## src/framebuffer_blit_engine_core_defines.svh

```systemverilog
// assertion macros shared by the blit engine
`ifndef FRAMEBUFFER_BLIT_ENGINE_CORE_DEFINES_SVH
`define FRAMEBUFFER_BLIT_ENGINE_CORE_DEFINES_SVH

// condition must hold in the same cycle as the trigger
`define FBE_ASSERT_SAME(label, ante, cons, msg) \
  label: assert property (@(posedge clk) disable iff (rst) (ante) |-> (cons)) else $error(msg);

// condition must hold in the cycle after the trigger
`define FBE_ASSERT_NEXT(label, ante, cons, msg) \
  label: assert property (@(posedge clk) disable iff (rst) (ante) |=> (cons)) else $error(msg);

`endif

```

## src/fbe_pkg.sv

```systemverilog
// shared types and constants of the blit engine
package fbe_pkg;

  localparam int OP_W       = 2;
  localparam int COORD_IN_W = 12;
  localparam int COORD_W    = 13;
  localparam int PIXEL_W    = 32;
  localparam int COUNT_W    = 17;
  localparam int CFG_W      = 9;
  localparam int ADDR_MAX_W = 24;
  localparam int REG_INDEX_W = 1;

  localparam int QUEUE_DEPTH = 4;
  localparam int QPTR_W      = 2;
  localparam int QCNT_W      = 3;

  localparam logic [OP_W-1:0] OP_WRITE = 2'd0;
  localparam logic [OP_W-1:0] OP_MOVE  = 2'd1;
  localparam logic [OP_W-1:0] OP_READ  = 2'd2;

  localparam logic [REG_INDEX_W-1:0] REG_FRAME_WIDTH  = 1'b0;
  localparam logic [REG_INDEX_W-1:0] REG_FRAME_HEIGHT = 1'b1;

  localparam logic [CFG_W-1:0] FRAME_SIZE_RESET = 9'd256;

  typedef enum logic [1:0] {
    CMD_SKIP,
    CMD_WRITE,
    CMD_READ,
    CMD_MOVE
  } cmd_kind_t;

  typedef enum logic [1:0] {
    BK_CLEAR,
    BK_RUN,
    BK_MV_RD,
    BK_MV_WR
  } bk_state_t;

  typedef struct packed {
    cmd_kind_t               kind;
    logic [ADDR_MAX_W-1:0]   dst_addr;
    logic [ADDR_MAX_W-1:0]   src_addr;
    logic [PIXEL_W-1:0]      pixel;
    logic [COORD_W-1:0]      cols;
    logic [COORD_W-1:0]      rows;
  } cmd_t;

  typedef struct packed {
    logic valid_a;
    logic valid_b;
  } front_stat_t;

  typedef struct packed {
    logic [QCNT_W-1:0] count;
    logic              empty;
    logic              full;
  } queue_stat_t;

endpackage

```

## src/fbe_queue.sv

```systemverilog
// short command queue between the front end and the store sequencer
module fbe_queue (
  input  logic                 clk,
  input  logic                 rst,
  input  logic                 push,
  input  fbe_pkg::cmd_t        din,
  input  logic                 pop,
  output fbe_pkg::cmd_t        dout,
  output fbe_pkg::queue_stat_t stat
);
  import fbe_pkg::*;

  cmd_t              entries [QUEUE_DEPTH];
  logic [QPTR_W-1:0] wr_ptr;
  logic [QPTR_W-1:0] rd_ptr;
  logic [QCNT_W-1:0] count;

  always_ff @(posedge clk) begin
    if (rst) begin
      wr_ptr <= '0;
      rd_ptr <= '0;
      count  <= '0;
    end else begin
      if (push) begin
        wr_ptr <= wr_ptr + QPTR_W'(1);
      end
      if (pop) begin
        rd_ptr <= rd_ptr + QPTR_W'(1);
      end
      case ({push, pop})
        2'b10:   count <= count + QCNT_W'(1);
        2'b01:   count <= count - QCNT_W'(1);
        default: count <= count;
      endcase
    end
  end

  always_ff @(posedge clk) begin
    if (push) begin
      entries[wr_ptr] <= din;
    end
  end

  assign dout       = entries[rd_ptr];
  assign stat.count = count;
  assign stat.empty = (count == '0);
  assign stat.full  = (count == QCNT_W'(QUEUE_DEPTH));

endmodule

```

## config.mk

```make
export PLATFORM = sky130hd
export DESIGN_NAME = fbe_queue
export DESIGN_NICKNAME = d
export VERILOG_FILES = /design/src/framebuffer_blit_engine_core_defines.svh /design/src/fbe_pkg.sv /design/src/fbe_queue.sv
export SDC_FILE = /design/constraint.sdc
export NUM_CORES = 1
export LEC_CHECK = 0
export ABC_AREA = 1
export BUFFER_PORTS_ARGS = -buffer_cell sky130_fd_sc_hd__buf_2
export CAP_MARGIN = 20
export CORE_UTILIZATION = 57
export DETAILED_ROUTE_END_ITERATION = 6
export GPL_TIMING_DRIVEN = 0
export PLACE_DENSITY = 0.83
export SKIP_CTS_REPAIR_TIMING = 1
export SYNTH_ARGS = -nofsm -noshare
export SYNTH_HDL_FRONTEND = slang
export SYNTH_SLANG_ARGS = --single-unit
```

## constraint.sdc

```tcl
create_clock -name clk -period 3.5 [get_ports clk]
set_clock_uncertainty 0.1 [all_clocks]
set_input_delay 0.175 -clock clk [delete_from_list [all_inputs] [get_ports clk]]
set_output_delay 0.175 -clock clk [all_outputs]
set_load 0.05 [all_outputs]
```

# ---- Yosys cells after proc, flatten, opt, wreduce, memory -nomap -nowiden
# Memory sizes are Yosys's and may differ from the RTL's. A register that Yosys moved wholly into a read port is not among the register bits.
# Cells that the tools add are included.
dict set report totals {
  reg_bits 7
  memories 1
  inputBits 112
  elab_cells 18
  mem_bits_rw 432
  output_inout_bits 113
}
# memory depth width read_ports rd_clocked_by_memory_dff wr line_no
set memory_table {}
lappend memory_table {entries 4 108 1 1 1 fbe_queue.sv:13} ;# cmd_t entries [QUEUE_DEPTH];
dict set report op_classes {
  n_eq_ne 3
  addsub 4
  n_mux 5
  reduce_logical 2
}
# op count
set ops {}
lappend ops {{one-hot mux 3 bit (2 select lines)} 1}
lappend ops {{adder 2 x 1 -> 2 bit (second input constant)} 2}
lappend ops {{two-way mux 2 bit} 2}
lappend ops {{adder 3 x 1 -> 3 bit (second input constant)} 1}
lappend ops {{== test 3 bit (second input constant)} 1}
lappend ops {{zero test 3 bit} 1}
lappend ops {{subtractor 3 x 1 -> 3 bit (second input constant)} 1}
lappend ops {{== test 2 x 1 -> 1 bit (second input constant)} 1}
lappend ops {{== test 2 bit (second input constant)} 1}
lappend ops {{two-way mux 1 bit} 2}
lappend ops {{nonzero test 2 bit} 1}

# ---- Longest topological paths before layout
dict set report logic_depth {
  depth_word 3
  ltp_mapped 10
  ltp_nobuf 10
}

# ---- Worst setup path before layout
# No wires, ideal clock.
dict set report synth_path {
  kind {register to register}
  from {register wr_ptr[0]}
  to {memory entries[2][0] (netlist name), enable pin}
  setup_ns 0.461
  arrival_ns 2.672
  path_stages_with_launch 5
  path_buffers 0
  setup_slack_ns 0.267
  required_time_ns 2.939
  synth_period_minus_slack_ns 3.233
  cell_sequence {dfxtp_1 > inv_1 > ha_1 > nand2_1 > inv_1}
}
# item line_no
set synth_rtl {}
lappend synth_rtl {{start, declared} fbe_queue.sv:14} ;# logic [QPTR_W-1:0] wr_ptr;
lappend synth_rtl {{start signal, assigned} fbe_queue.sv:25} ;# wr_ptr <= wr_ptr + QPTR_W'(1);
lappend synth_rtl {{end, declared} fbe_queue.sv:13}
# Straight into the memory's write port.

==> insert_results.sql <==
INSERT INTO impl_metrics (metric_group, metric, value, unit) VALUES
('clock_tree', 'cts_max_path_buffers', '3', ''),
('route', 'postRouteWirelength', '41060', 'um'),
('timing', 'finalHoldWorstSlack', '0.2885', 'ns'),
('floorplan', 'core_area', '28090', 'um2'),
('floorplan', 'die-area', '29510', 'um2'),
('placed_design', 'gp_congestion', '0.7619', ''),
('floorplan', 'fp.dieW', '171.8', 'um'),
('timing', 'final_worst_path_cycle_share', '0.8019', ''),
('worst_setup_path', 'worst_setup_path_end_kind', 'primary output', ''),
('logic_synthesis', 'yosys_register_bits', '441', ''),
('logic_synthesis', 'ys_top_cells_by_count', 'edfxtp_1, nor2_1, o21ai_0', ''),
('floorplan', 'num_rows', '61', ''),
('timing', 'max_freq', '356.3', 'MHz'),
('route', 'drtIter0Drc', '1153', ''),
('timing', 'drv_slew', '0', ''),
('layout', 'layout.cell_area.non_filler', '20790', 'um2'),
('placed_design', 'detailed_place.area', '18160', 'um2'),
('power_and_ir_drop', 'power.density_cell_area', '615.9', 'nW/um2'),
('min_path', 'min-delay-start', 'din[32]', ''),
('logic_synthesis', 'synth-warning-count', '0', ''),
('floorplan', 'initial_core_utilization', '0.5851', ''),
('worst_setup_path', 'critPathMaxFanout', '10', ''),
('timing', 'setup_viol', '0', ''),
('logic_synthesis', 'synth-async-reset-ratio', '0', ''),
('timing', 'unrepaired_setup_endpoints_after_global_routing', 'no', ''),
('min_path', 'hp-class', 'in -> reg', ''),
('placed_design', 'placement.io_buffers', '224', ''),
('clock_tree', 'htreeDepth', '2', ''),
('worst_setup_path', 'startpoint_type', 'flip-flop', ''),
('logic_synthesis', 'cell_with_the_most_instances_after_synthesis', 'edfxtp_1', ''),
('job', 'timing.max_cap.violations', '0', ''),
('layout', 'post_layout_nonfiller_instances', '1901', ''),
('layout', 'layout-area-overhead-vs-synth', '26.49', '%'),
('timing', 'timing.final.crit_period', '2.806', 'ns'),
('logic_synthesis', 'yosysSeqAreaShare', '0.8004', ''),
('route', 'first_pass_iters', '7', ''),
('global_route', 'number_of_global_route_vias_before_repair', '10020', ''),
('clock_tree', 'worstSkewPairLatency', '0.54', 'ns'),
('placed_design', 'placed_cells_incl_taps', '1708', ''),
('route', 'post_drt_wl_per_cell', '21.60', 'um'),
('layout', 'fin_util', '0.7401', ''),
('logic_synthesis', 'post_synth_inst_count', '1102', ''),
('global_route', 'grt.overflow.total', '0', ''),
('clock_tree', 'tritoncts', 'done', ''),
('layout', 'nNetsFinal', '1605', ''),
('route', 'postRouteAntennaNets', '0', ''),
('logic_synthesis', 'mappedNetlistNets', '1220', ''),
('clock_tree', 'cts_made_buffers', '43', ''),
('layout', 'drive_gt1_frac', '0.2137', ''),
('run_status', 'status', 'complete, but fails checks', ''),
('global_route', 'grt_max_degree', '77', ''),
('clock_tree', 'clock_sinks', '441', ''),
('logic_synthesis', 'syn-mean-instance-area', '14.91', 'um2'),
('logic_synthesis', 'synth.area.top_cells', 'edfxtp_1, o21ai_0, nor2_1', ''),
('power_and_ir_drop', 'ir_worst_vdd', '0.6899', 'mV'),
('floorplan', 'io_pins', '225', ''),
('logic_synthesis', 'post_synthesis_cell_type_with_the_largest_combined_area', 'edfxtp_1', ''),
('route', 'remaining_drc_errors', '2', ''),
('run_status', 'violated_checks', 'DRC', ''),
('power_and_ir_drop', 'leakagePower', '7.400', 'nW'),
('clock_tree', 'clk_root_buffer_cell', 'clkbuf_16', ''),
('worst_setup_path', 'crit_arrival', '2.53', 'ns'),
('worst_setup_path', 'regToRegStartpoint', 'wr_ptr[0]', ''),
('logic_synthesis', 'synth-edff-count', '432', ''),
('logic_synthesis', 'post-synth-top-area-fraction', '0.7894', ''),
('timing', 'final_hold_viol_count', '0', ''),
('timing', 'final.setup.tns', '0', 'ns'),
('timing', 'slew_headroom', '0.5999', ''),
('global_route', 'gr_usage_total', '0.2512', ''),
('logic_synthesis', 'synth-main-ff-cell', 'edfxtp_1', ''),
('worst_setup_path', 'criticalPathCategory', 'reg -> out', ''),
('logic_synthesis', 'mappedNetlistArea', '16430', 'um2'),
('global_route', 'grt_pass1_wl', '55130', 'um'),
('global_route', 'grt_antenna_before_repair', '2', ''),
('worst_setup_path', 'crit_required', '3.22', 'ns'),
('route', 'route.detailed.vias_per_inst', '5.892', ''),
('floorplan', 'die_height', '171.8', 'um'),
('timing', 'max_slew.worst_pin.slew', '0.6001', 'ns'),
('route', 'routed-via-count', '11200', ''),
('logic_synthesis', 'ys_types', '23', ''),
('clock_tree', 'clk_pin_slew', '0.06', 'ns'),
('placed_design', 'place.detailed.hpwl', '22340', 'um');
-- critical path: stages, from the launching register on --
cell and delay (ns):
dfxtp_1 0.30, buf_4 0.19, clkinv_2 0.21, clkbuf_2 0.29, buf_2 0.30, o21ai_1 0.14, o22ai_1 0.24, buf_2 0.32
-- stage by stage --
step	setup WS, ns	power [W]
6_report	0.6935	0.01280
5_1_grt	0.5987	0.01315
4_1_cts	0.7593	0.01267
3_5_place_dp	1.324	0.007877
3_3_place_gp	-1.308	0.007848
2_1_floorplan	0.2665	0.007348
-- metal layers --
layer	vias up	share of wire	GRT usage
met5	-	0	0
met1	5505	0.38	0.3262
met4	0	0.022	0.07387
li1	4947	-	-
met2	665	0.50	0.4135
met3	84	0.098	0.07225
-- flip-flops by register name, summed over array words and instances (netlist names), named ones only --
| name | flops |
|---|---|
| wr_ptr | 2 |
| rd_ptr | 2 |
| count | 3 |
| entries | 432 |
-- power breakdown --
part,internal [W],switching (W),leakage [nW]
sequential,0.00604,0.0000569,4.04
clock,0.00300,0.00190,0.736
combinational,0.000458,0.00136,2.62
total,0.00949,0.00331,7.40
-- cells by family after synthesis --
family                   Yosys count  share of synthesized area
AO/OA/AOI/OAI                    335                     0.1102
flip-flops                       441                     0.8004
AND/OR/NAND/NOR                  232                    0.05337
adder cells (fa/ha/maj)            6                   0.005025
buffers and inverters             88                    0.03099
-- final cells by class --
cell class | instances | area [um2]
Antenna cell | 2 | 5.005
Buffer | 70 | 432.9
Clock buffer | 50 | 1145
Clock inverter | 29 | 357.8
Fill cell | 1669 | 7301
Inverter | 18 | 96.34
Multi-Input combinational cell | 573 | 2771
Sequential cell | 441 | 13150
Tap cell | 378 | 473.0
Timing Repair Buffer | 340 | 2352
-- cell usage in the layout, fill, tap and decap left out, types with 2 or more instances in the layout --
cell | synthesis | final
a21oi_1 | 5 | 5
buf_16 | 0 | 4
buf_2 | 7 | 231
buf_4 | 3 | 3
buf_6 | 16 | 16
bufinv_16 | 0 | 9
clkbuf_1 | 40 | 45
clkbuf_16 | 0 | 45
clkbuf_2 | 2 | 2
clkinv_1 | 0 | 13
clkinv_2 | 1 | 7
dfxtp_1 | 9 | 9
diode_2 | 0 | 2
dlygate4sd3_1 | 0 | 112
edfxtp_1 | 432 | 432
ha_1 | 5 | 5
inv_1 | 16 | 12
inv_6 | 0 | 4
nand2_1 | 9 | 9
nor2_1 | 219 | 219
nor3_1 | 2 | 2
o21ai_0 | 185 | 185
o21ai_1 | 37 | 37
o22ai_1 | 108 | 108
-- final timing paths --
check	endpoint	slack, ns	cells past startpoint
max	dout[73]	0.69	7
min	entries[1][32]	0.29	2
max reg2reg	entries[2][78]	1.38	5
min reg2reg	rd_ptr[1]	0.37	1
No activity file was read; power rests on OpenSTA's default activity.
