[src/framebuffer_blit_engine_core_defines.svh]
// assertion macros shared by the blit engine
`ifndef FRAMEBUFFER_BLIT_ENGINE_CORE_DEFINES_SVH
`define FRAMEBUFFER_BLIT_ENGINE_CORE_DEFINES_SVH

// condition must hold in the same cycle as the trigger
`define FBE_ASSERT_SAME(label, ante, cons, msg) \
  label: assert property (@(posedge clk) disable iff (rst) (ante) |-> (cons)) else $error(msg);

// condition must hold in the cycle after the trigger
`define FBE_ASSERT_NEXT(label, ante, cons, msg) \
  label: assert property (@(posedge clk) disable iff (rst) (ante) |=> (cons)) else $error(msg);

`endif

[src/fbe_pkg.sv]
// shared types and constants of the blit engine
package fbe_pkg;

  localparam int OP_W       = 2;
  localparam int COORD_IN_W = 12;
  localparam int COORD_W    = 13;
  localparam int PIXEL_W    = 32;
  localparam int COUNT_W    = 17;
  localparam int CFG_W      = 9;
  localparam int ADDR_MAX_W = 24;
  localparam int REG_INDEX_W = 1;

  localparam int QUEUE_DEPTH = 4;
  localparam int QPTR_W      = 2;
  localparam int QCNT_W      = 3;

  localparam logic [OP_W-1:0] OP_WRITE = 2'd0;
  localparam logic [OP_W-1:0] OP_MOVE  = 2'd1;
  localparam logic [OP_W-1:0] OP_READ  = 2'd2;

  localparam logic [REG_INDEX_W-1:0] REG_FRAME_WIDTH  = 1'b0;
  localparam logic [REG_INDEX_W-1:0] REG_FRAME_HEIGHT = 1'b1;

  localparam logic [CFG_W-1:0] FRAME_SIZE_RESET = 9'd256;

  typedef enum logic [1:0] {
    CMD_SKIP,
    CMD_WRITE,
    CMD_READ,
    CMD_MOVE
  } cmd_kind_t;

  typedef enum logic [1:0] {
    BK_CLEAR,
    BK_RUN,
    BK_MV_RD,
    BK_MV_WR
  } bk_state_t;

  typedef struct packed {
    cmd_kind_t               kind;
    logic [ADDR_MAX_W-1:0]   dst_addr;
    logic [ADDR_MAX_W-1:0]   src_addr;
    logic [PIXEL_W-1:0]      pixel;
    logic [COORD_W-1:0]      cols;
    logic [COORD_W-1:0]      rows;
  } cmd_t;

  typedef struct packed {
    logic valid_a;
    logic valid_b;
  } front_stat_t;

  typedef struct packed {
    logic [QCNT_W-1:0] count;
    logic              empty;
    logic              full;
  } queue_stat_t;

endpackage

[src/fbe_front.sv]
// front end: clips each word against the frame and turns it into a store command
module fbe_front #(
  parameter int MAX_WIDTH  = 256,
  parameter int MAX_HEIGHT = 256
) (
  input  logic                            clk,
  input  logic                            rst,
  input  logic                            accept,
  input  logic [fbe_pkg::OP_W-1:0]        op,
  input  logic [fbe_pkg::COORD_IN_W-1:0]  left,
  input  logic [fbe_pkg::COORD_IN_W-1:0]  top,
  input  logic [fbe_pkg::COORD_IN_W-1:0]  col_offset,
  input  logic [fbe_pkg::COORD_IN_W-1:0]  row_offset,
  input  logic [fbe_pkg::PIXEL_W-1:0]     pixel,
  input  logic [fbe_pkg::COORD_IN_W-1:0]  src_x,
  input  logic [fbe_pkg::COORD_IN_W-1:0]  src_y,
  input  logic [fbe_pkg::COORD_IN_W-1:0]  right,
  input  logic [fbe_pkg::COORD_IN_W-1:0]  bottom,
  input  logic [fbe_pkg::CFG_W-1:0]       frame_width,
  input  logic [fbe_pkg::CFG_W-1:0]       frame_height,
  output logic                            push,
  output fbe_pkg::cmd_t                   cmd,
  output fbe_pkg::front_stat_t            stat
);
  import fbe_pkg::*;

  localparam int DEPTH = MAX_WIDTH * MAX_HEIGHT;
  localparam int AW    = (DEPTH > 1) ? $clog2(DEPTH) : 1;

  typedef struct packed {
    cmd_kind_t          kind;
    logic [COORD_W-1:0] xa;
    logic [COORD_W-1:0] ya;
    logic [COORD_W-1:0] sx;
    logic [COORD_W-1:0] sy;
    logic [COORD_W-1:0] cols;
    logic [COORD_W-1:0] rows;
    logic [PIXEL_W-1:0] pixel;
  } stage_t;

  function automatic logic [COORD_W-1:0] min3(input logic [COORD_W-1:0] a,
                                               input logic [COORD_W-1:0] b,
                                               input logic [COORD_W-1:0] c);
    logic [COORD_W-1:0] m;
    m = (a < b) ? a : b;
    return (m < c) ? m : c;
  endfunction

  logic               va;
  logic               vb;
  stage_t             sa;
  stage_t             sa_next;
  cmd_t               cmd_next;
  logic [COORD_W-1:0] w_eff;
  logic [COORD_W-1:0] h_eff;
  logic [COORD_W-1:0] x_sum;
  logic [COORD_W-1:0] y_sum;
  logic [COORD_W-1:0] row_sel;
  logic [COORD_W-1:0] src_row;
  logic [AW-1:0]      dst;
  logic [AW-1:0]      src;

  // register values above the store size saturate
  assign w_eff = (COORD_W'(frame_width) > COORD_W'(MAX_WIDTH)) ? COORD_W'(MAX_WIDTH)
                                                               : COORD_W'(frame_width);
  assign h_eff = (COORD_W'(frame_height) > COORD_W'(MAX_HEIGHT)) ? COORD_W'(MAX_HEIGHT)
                                                                 : COORD_W'(frame_height);

  assign x_sum = COORD_W'(left) + COORD_W'(col_offset);
  assign y_sum = COORD_W'(top) + COORD_W'(row_offset);

  always_comb begin
    sa_next.kind  = CMD_SKIP;
    sa_next.xa    = COORD_W'(left);
    sa_next.ya    = COORD_W'(top);
    sa_next.sx    = COORD_W'(src_x);
    sa_next.sy    = COORD_W'(src_y);
    sa_next.pixel = pixel;
    // rectangle clipped to both the source and destination edges of the frame
    sa_next.cols  = min3(COORD_W'(right) - COORD_W'(left),
                         w_eff - COORD_W'(src_x), w_eff - COORD_W'(left));
    sa_next.rows  = min3(COORD_W'(bottom) - COORD_W'(top),
                         h_eff - COORD_W'(src_y), h_eff - COORD_W'(top));
    case (op)
      OP_WRITE: begin
        sa_next.xa = x_sum;
        sa_next.ya = y_sum;
        if (x_sum < w_eff && y_sum < h_eff) begin
          sa_next.kind = CMD_WRITE;
        end
      end
      OP_MOVE: begin
        if (right > left && bottom > top &&
            COORD_W'(src_x) < w_eff && COORD_W'(left) < w_eff &&
            COORD_W'(src_y) < h_eff && COORD_W'(top) < h_eff) begin
          sa_next.kind = CMD_MOVE;
        end
      end
      OP_READ: begin
        if (COORD_W'(left) < w_eff && COORD_W'(top) < h_eff) begin
          sa_next.kind = CMD_READ;
        end
      end
      default: ;
    endcase
  end

  // second stage: line flip and linear address
  always_comb begin
    row_sel = (sa.kind == CMD_READ) ? sa.ya : (h_eff - COORD_W'(1) - sa.ya);
    src_row = h_eff - COORD_W'(1) - sa.sy;
    dst     = AW'(row_sel) * AW'(MAX_WIDTH) + AW'(sa.xa);
    src     = AW'(src_row) * AW'(MAX_WIDTH) + AW'(sa.sx);
    cmd_next.kind     = sa.kind;
    cmd_next.dst_addr = ADDR_MAX_W'(dst);
    cmd_next.src_addr = ADDR_MAX_W'(src);
    cmd_next.pixel    = sa.pixel;
    cmd_next.cols     = sa.cols;
    cmd_next.rows     = sa.rows;
  end

  always_ff @(posedge clk) begin
    if (rst) begin
      va <= 1'b0;
      vb <= 1'b0;
    end else begin
      va <= accept;
      vb <= va;
    end
  end

  always_ff @(posedge clk) begin
    if (accept) begin
      sa <= sa_next;
    end
    if (va) begin
      cmd <= cmd_next;
    end
  end

  assign push         = vb;
  assign stat.valid_a = va;
  assign stat.valid_b = vb;

endmodule

[config.mk]
export PLATFORM = sky130hd
export DESIGN_NAME = fbe_front
export DESIGN_NICKNAME = d
export VERILOG_FILES = /design/src/framebuffer_blit_engine_core_defines.svh /design/src/fbe_pkg.sv /design/src/fbe_front.sv
export SDC_FILE = /design/constraint.sdc
export NUM_CORES = 1
export LEC_CHECK = 0
export BUFFER_PORTS_ARGS = -buffer_cell sky130_fd_sc_hd__clkbuf_2
export CORE_MARGIN = 1.5
export CORE_UTILIZATION = 55
export CTS_CLUSTER_SIZE = 25
export DETAILED_ROUTE_END_ITERATION = 8
export PLACE_DENSITY = 0.83
export SYNTH_ARGS = -nofsm -noshare
export SYNTH_HDL_FRONTEND = slang
export SYNTH_SLANG_ARGS = --single-unit
export TNS_END_PERCENT = 1
[constraint.sdc]
create_clock -name clk -period 6.6 [get_ports clk]
set_input_delay 0.33 -clock clk [delete_from_list [all_inputs] [get_ports clk]]
set_output_delay 0.33 -clock clk [all_outputs]
set_load 0.02 [all_outputs]
# After elaboration in Yosys (flattened, before gate mapping)
# Cells that the tools add are included.
op_classes:
  n_lt_le_gt_ge: 14
  shift: 0
  multipliers: 0
  n_div: 0
  mux: 12
  n_reduce_logical: 8
  n_eq_ne: 3
  bitwise_logic: 0
  addsub: 13
ops:
  columns: ["op", "count"]
  rows:
  - ["$lt 13x13->1", 4]
  - ["$mux 13", 4]
  - ["$sub 9x12->13", 4]
  - ["$lt 12x9->1", 4]
  - ["$add 12x12->13", 2]
  - ["$lt 13x9->1", 2]
  - ["$sub 12x12->13", 2]
  - ["$mux 25", 1]
  - ["$gt 12x12->1", 2]
  - ["$gt 9x9->1 const B", 2]
  - ["$mux 9", 2]
  - ["$add 16x12->16", 1]
  - ["$add 16x13->16", 1]
  - ["$sub 8x8->8", 2]
  - ["$mux 8", 1]
  - ["$sub 8x1->8 const B", 1]
  - ["$logic_and 1x1->1", 7]
  - ["$pmux 2 s3", 1]
  - ["$eq 2x2->1 const B", 2]
  - ["$mux 2", 2]
  - ["$eq 2x1->1 const B", 1]
  - ["$logic_not 2->1", 1]
  - ["$mux 1", 1]
word_totals:
  inputBits: 151
  output_inout_bits: 111
  ramBits: 0
  reg_bits: 195
  rom_bits: 0
  memories: 0
  elab_cells: 67
  latchBits: 0

# Depth between registers and ports, before layout
depth:
  word_depth: 9
  depth_mapped: 32
  ltp_nobuf: 31

# Least setup slack after synthesis
# OpenSTA, ideal clock, no wires.
synth_path:
  path_kind: "input to register"
  from: "input port frame_height[8] (netlist name)"
  to: "register sa (netlist bit cmd_next[9]), data pin"
  arrival_ns: 5.538
  n_path_buf: 1
  setup_time_ns: 0.260
  path_slack_ns: 0.802
  t_required_ns: 6.340
  stages: 28
  cell_sequence: "clkinv_1 -> nand2_1 -> inv_1 -> ha_1 -> nor2b_1 -> o21ai_0 -> a21oi_1 -> a2111o_1 -> a41oi_1 -> xnor2_1 -> ha_1 -> nand3_1 -> nor2_1 -> a221oi_1 -> a211oi_1 -> nor2_1 -> mux2i_1 -> inv_1 -> ha_1 -> a21o_1 -> a21o_1 -> a21oi_1 -> o21ai_0 -> a21o_1 -> a21oi_1 -> o21ai_4 -> buf_8 -> mux2_4"
synth_rtl:
  columns: ["element", "line_no", "rtl"]
  rows:
  - ["start: declaration", "fbe_front.sv:20", "input logic [fbe_pkg::CFG_W-1:0] frame_height,"]
  - ["end signal: assignment", "fbe_front.sv:134", "sa <= sa_next;"]
  - ["end: declaration", "fbe_front.sv:51", "stage_t sa;"]

==> results.ini <==
[cts]
clockBufferDepth=2
postCtsHoldBufs=0
htree_levels=4
clkLatencyLatePin_ns=0.44
numCtsBuffers=17
post-cts-setup-buffers=0
clock-sinks=195
clkTransAtPathRegs_ns=0.09
tritoncts=built
cts-root-buf=clkbuf_16
post_cts_resized=0

[route]
drt-initial-drc-count=803
drt-total-wl_um=34700
route.detailed.drc=0
drtAntennaViolNets=0
vias=10378
dr.pass1.iters=8
vias_per_cell=5.61
wl_per_cell_um=18.8

[synthesis]
syn_inst=1246
yosys_warnings=0
yosys_most_used_dff=edfxtp_1
synth-seq-area-share_pct=43.4
synth-seq-cells=195
syn-cell-area_mm2=0.0134
synth_edf_count=193
synth_top_area_share_pct=43.1
synth_area_per_cell_um2=10.8
synth-async-reset-ratio_pct=0
synth_most_common_cell=edfxtp_1
yosys.area.top_type=edfxtp_1
yosys-top-cells-area=edfxtp_1 (43%), ha_1 (16%), xnor2_1 (4.6%)
yosysUniqueCellTypes=74
synthTopCellsByCount=edfxtp_1 (193), ha_1 (167), inv_1 (142)

[power]
total_leakage_power_nw=7.25
combinationalPowerShare_pct=36.7
p_int_w=0.00282
p_per_area_mw_per_mm2=280
sequentialPowerShare_pct=37.7
fin_total_pwr_w=0.00441
p_switching_w=0.00158
sw_frac_of_total_pct=35.9
p_clk_share_pct=25.6
vdd_drop_max_v=0.000244

[worst_setup_path]
cpPeakStageDelay_ns=0.44
worstPathArrival_ns=6.38
critPathLaunchType=primary input
required_ns=6.80
rr_startpoint=sa[84]
worstSetupPathType=primary input to flop
critPathLaunch=frame_height[8]
worst_path_max_delay_cell=a221oi_1
path_delay_family=compound AO/OA/AOI/OAI gates
cp_num_buf_inv=4
critical_path.max_fanout=12
critPathCaptureType=flop

[floorplan]
die_h_um=159
ioPinCount=262
rows=57
die_area_mm2=0.0254
initial_core_util_pct=55.6
core_mm2=0.0242
die_w_um=159

[grt]
grt-ovfl-total=0
gr-usage-all-layers_pct=27.4
antenna_found_initial=1
grt_pass1_vias=10030
grt_max_degree=67
grt_pass1_wl_um=53500

[placement]
io_buffers=245
hpwl_um=28300
gp_congestion=0.938
dpl-instance-area_mm2=0.0151

[final_layout]
fin_nets=1842
drive_gt1_share_pct=20.9
fin_area_mm2=0.0157
syn2layout_area_growth_pct=16.9
multi_input_area_mm2=0.00692
nFillCells=1945
postLayoutCoreUtil_pct=65.0
regArea_mm2=0.00584

[timing]
worst_pin_slew_ns=0.861
finalHoldWorstSlack_ns=0.0464
period_share_pct=93.5
slew_headroom_pct=42.6
hold_viol=0
min_period_ns=6.17
finalClockSkew_ns=0.0141
slew_violations=0
setup_tns_ns=0
finalSetupViolCount=0
fmax_mhz=162
rsz0062_at_grt=false

[hold_path]
min-delay-start=rst
hold_path_class=primary input to flop

[outcome]
status=finished clean

[job]
maxCapViolations=0

-- cell usage in the layout, fill, tap and decap left out, types with 14 or more instances in the layout --
cell         n
a21boi_0    14
a21o_1      38
a21oi_1     76
buf_4       17
clkbuf_16   17
clkbuf_2   244
conb_1      16
edfxtp_1   193
ha_1       167
inv_1      142
mux2i_1     29
nand2_1     88
nand4_1     17
nor2_1      51
nor2b_1     29
nor3_1      20
o21a_1      19
o21ai_0     63
xnor2_1     70
xor2_1      29
-- cell type report --
cell class	instances	area share, %
Sequential cell	195	37.2
Inverter	144	3.44
Clock buffer	17	2.71
Clock inverter	15	1.43
Antenna cell	2	0.0319
Multi-Input combinational cell	893	44.1
Timing Repair Buffer	261	8.58
Tap cell	324	2.58
-- stage by stage --
stage	instances	worst slack (ns)
floorplan	1261	0.802
global placement	1817	0.305
detailed placement	1817	0.119
CTS	1849	0.575
global route	1850	0.0829
finish	1851	0.428
-- power by group through the flow --
stage	Sequential [W]	Clock [W]	Combinational [W]
4_1_cts	0.00166	0.00115	0.00160
3_3_place_gp	0.00169	0	0.00154
2_1_floorplan	0.00176	0	0.00107
5_1_grt	0.00168	0.00120	0.00178
3_5_place_dp	0.00169	0	0.00158
6_report	0.00166	0.00113	0.00162
-- worst reg2reg max path, stage by stage (launching register included) --
cell and delay, ns:
edfxtp_1 0.44, ha_1 0.26, fa_1 0.44, a21oi_1 0.27, ha_1 0.29, a21o_1 0.16, a21oi_1 0.23, o21bai_1 0.10
a21oi_1 0.23, nor3b_1 0.10, xnor2_1 0.15, xnor2_1 0.14
-- final timing paths --
kind	endpoint	slack, ns	cells after the start
min reg2reg	cmd[53]	0.41	0
max	cmd_next[9]	0.43	28
min	va	0.05	2
max reg2reg	cmd[97]	3.55	11
-- metal layers --
layer | share of wire [%] | GRT usage, %
met1 | 44 | 38.2
met5 | 0 | 0
met4 | 3.2 | 10.2
met3 | 6.0 | 3.70
met2 | 46 | 44.0
-- state kept, by name (all words and copies together), names as in the netlist --
| name | cells |
|---|---|
| sa | 41 |
| va | 1 |
| push | 1 |
| cmd_next | 60 |
| cmd | 92 |
-- logic make-up (layout without fill, tap and decap cells) --
| logic type | after synthesis | after routing | share of synthesized area, % |
|---|---|---|---|
| xor gates and xnor gates | 99 | 99 | 6.45 |
| and+or+nand+nor | 272 | 272 | 10.1 |
| muxes | 37 | 37 | 2.86 |
| adders and majority gates | 183 | 183 | 17.6 |
| other | 1 | 18 | 0.0279 |
| DFF | 195 | 195 | 43.4 |
| AOI/OAI and AO/OA | 286 | 286 | 14.0 |
| buffers and inverters | 173 | 437 | 5.49 |
Power figures use the tool's default switching activity.
